## config.mk

```make
export PLATFORM = sky130hd
export DESIGN_NAME = uo_ctrl
export DESIGN_NICKNAME = d
export VERILOG_FILES = /design/src/sv/uo_pkg.sv /design/src/sv/uo_ctrl.sv
export SDC_FILE = /design/constraint.sdc
export NUM_CORES = 1
export LEC_CHECK = 0
export ABC_AREA = 1
export BUFFER_PORTS_ARGS = -buffer_cell sky130_fd_sc_hd__clkbuf_2
export CORE_AREA = 2 2 39 41
export CTS_CLUSTER_DIAMETER = 150
export DETAILED_ROUTE_END_ITERATION = 12
export DIE_AREA = 0 0 41 43
export GPL_TIMING_DRIVEN = 0
export PLACE_DENSITY = 0.48
export SLEW_MARGIN = 20
export SYNTH_ARGS = -nofsm -noshare
export SYNTH_HDL_FRONTEND = slang
export SYNTH_SLANG_ARGS = --single-unit
```

## constraint.sdc

```tcl
create_clock -name clk -period 2.6 [get_ports clk]
set_input_delay 0.26 -clock clk [delete_from_list [all_inputs] [get_ports clk]]
set_output_delay 0.26 -clock clk [all_outputs]
set_load 0.005 [all_outputs]
```

## src/sv/uo_pkg.sv

```systemverilog
// Package for the ultimate oscillator: shared types, state codes, register
// indexes and command/status structs between controller and datapath. No dependencies.
package uo_pkg;

  typedef enum logic [2:0] {
    ST_IDLE,
    ST_WRITE,
    ST_SUM,
    ST_DIV,
    ST_MIX,
    ST_DONE
  } state_t;

  localparam logic [1:0] STATUS_VALID = 2'd0;
  localparam logic [1:0] STATUS_WARMUP = 2'd1;
  localparam logic [1:0] STATUS_ZERO = 2'd2;

  localparam logic [1:0] REG_SHORT = 2'd0;
  localparam logic [1:0] REG_MIDDLE = 2'd1;
  localparam logic [1:0] REG_LONG = 2'd2;

  localparam int CfgBits = 7;
  localparam int QuoBits = 16;

  typedef struct packed {
    logic load;       // register the accepted bar
    logic write;      // write ring slot, advance head
    logic sum_clear;  // start of the summing sweep
    logic sum_step;   // add one ring entry into the window sums
    logic div_start;  // start one ratio division
    logic div_step;   // one quotient bit
    logic mix;        // form the weighted result
  } cmd_t;

  typedef struct packed {
    logic sum_done;
    logic div_bit_done;
    logic div_all_done;
  } stat_t;

endpackage

```

## src/sv/uo_ctrl.sv

```systemverilog
// Controller for the ultimate oscillator: sequences write, summing sweep,
// three shared divisions and output. Depends on uo_pkg.
module uo_ctrl (
  input  logic            clk,
  input  logic            rst,
  input  logic            in_fire,
  input  logic            out_busy,
  input  uo_pkg::stat_t   stat,
  output uo_pkg::cmd_t    cmd,
  output logic            in_ready,
  output logic            out_load
);

  uo_pkg::state_t state, state_next;

  always_ff @(posedge clk) begin
    if (rst) state <= uo_pkg::ST_IDLE;
    else state <= state_next;
  end

  always_comb begin
    state_next = state;
    cmd = '0;
    in_ready = 1'b0;
    out_load = 1'b0;
    unique case (state)
      uo_pkg::ST_IDLE: begin
        in_ready = 1'b1;
        if (in_fire) begin
          cmd.load = 1'b1;
          state_next = uo_pkg::ST_WRITE;
        end
      end
      uo_pkg::ST_WRITE: begin
        cmd.write = 1'b1;
        cmd.sum_clear = 1'b1;
        state_next = uo_pkg::ST_SUM;
      end
      uo_pkg::ST_SUM: begin
        cmd.sum_step = 1'b1;
        if (stat.sum_done) begin
          cmd.div_start = 1'b1;
          state_next = uo_pkg::ST_DIV;
        end
      end
      uo_pkg::ST_DIV: begin
        cmd.div_step = 1'b1;
        if (stat.div_bit_done) begin
          if (stat.div_all_done) state_next = uo_pkg::ST_MIX;
          else cmd.div_start = 1'b1;
        end
      end
      uo_pkg::ST_MIX: begin
        cmd.mix = 1'b1;
        state_next = uo_pkg::ST_DONE;
      end
      uo_pkg::ST_DONE: begin
        if (!out_busy) begin
          out_load = 1'b1;
          state_next = uo_pkg::ST_IDLE;
        end
      end
      default: state_next = uo_pkg::ST_IDLE;
    endcase
  end

endmodule

```

; Yosys cells after proc, flatten, opt, wreduce, memory -nomap -nowiden
; Cells that the tools add are included.
[word_totals]
inputBits = 7
elab_cells = 32
reg_bits = 3
[op_classes]
n_mux = 19
n_eq_ne = 10
reduce_logical = 2
[ops]
columns = op, n
row1 = 3-bit case mux with 6 select lines, 1
row2 = 3-bit 2-to-1 mux, 5
row3 = 1-bit 2-to-1 mux, 11
row4 = 2-bit != test (second input constant), 5
row5 = 3-bit by 2-bit == test with 1-bit output (second input constant), 2
row6 = 3-bit == test (second input constant), 2
row7 = 5-bit AND reduction, 1
row8 = 3-bit by 1-bit == test with 1-bit output (second input constant), 1
row9 = 3-bit logical NOT, 1
row10 = 2-bit 2-to-1 mux, 1
row11 = 1-bit case mux with 2 select lines, 1

; Longest topological paths before layout
[logic_depth]
word_depth = 3
depth_mapped = 8
depth_no_buf = 8

; Worst setup path after synthesis
; OpenSTA, ideal clock, no wires.
[synth_path]
path_kind = reg-to-output
startpoint = reg state[2]
endpoint = out cmd[5] (netlist bit)
arrival_ns = 0.904
path_stages_with_launch = 4
path_slack_ns = 1.436
cell_sequence = dfxtp_1 buf_6 nor3_1 buf_4
[synth_rtl]
columns = element, line_no
row1 = from (decl), uo_ctrl.sv:14  ; uo_pkg::state_t state, state_next;
row2 = from (signal assigned), uo_ctrl.sv:17  ; if (rst) state <= uo_pkg::ST_IDLE;
row3 = from (signal assigned), uo_ctrl.sv:18  ; else state <= state_next;
row4 = to (decl), uo_ctrl.sv:9  ; output uo_pkg::cmd_t cmd,

==> flow_metrics.env <==
export IMPL_status="finished clean"
export IMPL_first_pass_iters=4
export IMPL_power_density_mw_per_mm2=1020
export IMPL_drt_iter0_markers=7
export IMPL_fmax_mhz=651
export IMPL_setup_tns_final_ns=0
export IMPL_whs_endpoint="state[2]"
export IMPL_largest_reg_flops=3
export IMPL_antenna_found_initial=0
export IMPL_largest_register="state"
export IMPL_holdBufCountCts=0
export IMPL_endpoint_kind="output pin"
export IMPL_rr_worst_depth=7
export IMPL_ant_nets=0
export IMPL_drive_gt1_frac=0.455
export IMPL_yosysUniqueCellTypes=19
export IMPL_place_gp_congestion=0.790
export IMPL_relSlewSlack=0.783
export IMPL_rows=14
export IMPL_coreArea_sq_mm=0.00138
export IMPL_rsz0062_at_grt="false"
export IMPL_min_path_cells=4
export IMPL_synth_top_area_frac=0.211
export IMPL_criticalPathCategory="reg -> out"
export IMPL_die_height_um=43
export IMPL_fin_crit_sh=0.591
export IMPL_hold_violations=0
export IMPL_synth_area_leaders="dfxtp_1 (21%), inv_1 (11%), nor2_1 (9.2%), nand2_1 (7.9%), nand2_2 (6.6%)"
export IMPL_wirelength_um=676
export IMPL_peakVddDrop_uv=383
export IMPL_grt_pass1_vias=302
export IMPL_crit_fanout=5
export IMPL_synth_top_family_by_area="simple AND/OR/NAND/NOR gates"
export IMPL_io_pin_count=16
export IMPL_path_clk_slew_ns=0.04
export IMPL_multi_input_area_sq_um=169
export IMPL_cp_required_ns=2.34
export IMPL_reg2reg_from="state[1]"
export IMPL_nNetsFinal=74
export IMPL_synth_warnings=0
export IMPL_cts_sinks=3
export IMPL_synth_fp_nets=54
export IMPL_clkLatencyLatePin_ns=0.24
export IMPL_grt_use_total=0.0943
export IMPL_start_kind="flop"
export IMPL_placed_cells=78
export IMPL_synth_xor_area_share=0
export IMPL_start_util=0.206
export IMPL_grt_pass1_wl_um=1130
export IMPL_fin_crit_ns=1.54
export IMPL_syn2layout_area_growth_pct=42.5
export IMPL_setup_violations=0
export IMPL_cts_buffer_depth=2
export IMPL_io_buffers=15
export IMPL_top_regs="state (3)"
export IMPL_ys_seq_area_frac=0.211
export IMPL_regArea_sq_um=60.1
export IMPL_nFillCells=165
export IMPL_final_cells=82
export IMPL_synthSimpleGateAreaFrac=0.513
export IMPL_viasPerCell=4.34
export IMPL_cts_tree="done"
export IMPL_dpl_hpwl_um=531
export IMPL_grt_max_degree=10
export IMPL_p_leak_nw=0.233
export IMPL_htreeDepth=1
export IMPL_critPathArrivalTime_ns=1.28
export IMPL_synth_mux_area_frac=0
export IMPL_syn_area_sq_um=285
export IMPL_drv_slew=0
export IMPL_hp_class="in -> reg"
export IMPL_r2r_slack_ns=1.43
export IMPL_drc_errors=0
export IMPL_n_antenna_cell=0
export IMPL_r2r_end="state[1]"
export IMPL_hp_start="rst"
export IMPL_cts_resized=0
export IMPL_synth_top_cell_by_area="dfxtp_1"
export IMPL_die_w_um=41
export IMPL_wire_per_inst_um=8.24
export IMPL_die_area_sq_mm=0.00176
export IMPL_worst_pin_slew_ns=0.323
export IMPL_clockRootBuffer="clkbuf_4"
export IMPL_postSynthAreaPerCell_sq_um=6.07
export IMPL_synth_compound_area_frac=0.0789
export IMPL_maxCapViolations=0
export IMPL_synth_ff_latch_count=3
export IMPL_syn_inst=47
export IMPL_grt_overflow=0
export IMPL_synthAdderAreaFrac=0
export IMPL_vias=356
export IMPL_fin_worst_skew_ns=0.00277
export IMPL_cts_buffers=3
export IMPL_cts_setup_buffers=0
## worst max-delay path by stage
stage	from	end	slack (ns)
after global routing	state[0]	cmd[5]	0.99
after global placement	state[0]	cmd[5]	1.31
after detailed placement	state[0]	cmd[5]	1.29
after CTS	state[0]	cmd[5]	1.05
after floorplan	state[2]	cmd[5]	1.44
final	state[0]	cmd[5]	1.06
## Yosys cell counts
master,n
dfxtp_1,3
nand2_1,6
nor3_1,2
nor2_4,1
buf_6,1
inv_1,8
nand4_1,1
a21oi_1,1
nand3_1,2
buf_4,1
nand2_2,3
nor2_1,7
nor4_1,1
inv_2,2
nor2_2,3
nand3b_1,1
o21ai_0,2
and2_4,1
o211ai_1,1
## through the flow
step                 util  cell area, sq um  hold WS, ns  worst slack, ns  power, mW
floorplan               -               285        0.427             1.44      0.261
global placement    0.275               380        0.532             1.31      0.335
detailed placement  0.275               380        0.545             1.29      0.336
CTS                 0.294               407        0.305             1.05      0.419
global route        0.294               407        0.317            0.994      0.458
finish              0.294               407        0.304             1.06      0.416
## routing by layer
metal	global-route usage	up-vias	part of all wire
met5	0	-	0
met4	0.0600	0	0.022
met3	0.0314	2	0.077
met2	0.125	21	0.42
met1	0.125	150	0.48
li1	-	183	-
## power by group
group / leakage [nW] / internal [mW] / switching [mW] / total [mW]
registers: 0.0249 / 0.0636 / 0.0247 / 0.0883
clock network: 0.0150 / 0.0575 / 0.0245 / 0.0821
logic: 0.193 / 0.113 / 0.133 / 0.246
## final cells by class
type	instances	share of cell area
flip-flops and latches	3	0.148
plain buffers	2	0.0462
inverters	10	0.0923
well taps	16	0.0492
multi-input cells	32	0.415
repair buffers	15	0.185
clock buffers	4	0.0646
## layout by cell type (no fill, tap or decap), types with 2 or more instances in the layout
cell,netlist,layout
inv_2,2,2
nor2_1,7,7
nand3_1,2,2
nand2_2,3,3
inv_1,8,8
clkbuf_2,0,15
nor3_1,2,2
clkbuf_4,0,3
nand2_1,6,6
dfxtp_1,3,3
o21ai_0,2,2
nor2_2,3,3
## worst max-delay path: stages (launching register included)
cell      delay, ns
dfxtp_1        0.42
inv_2          0.08
nor3_1         0.27
buf_4          0.17
clkbuf_2       0.10
## kinds of logic (layout without fill, tap and decap cells)
group	count (synthesis)	after routing
flip-flops	3	3
buffers and inverters	12	31
AND/OR/NAND/NOR	28	28
AO/OA/AOI/OAI	4	4
No activity file was read; power rests on OpenSTA's default activity.
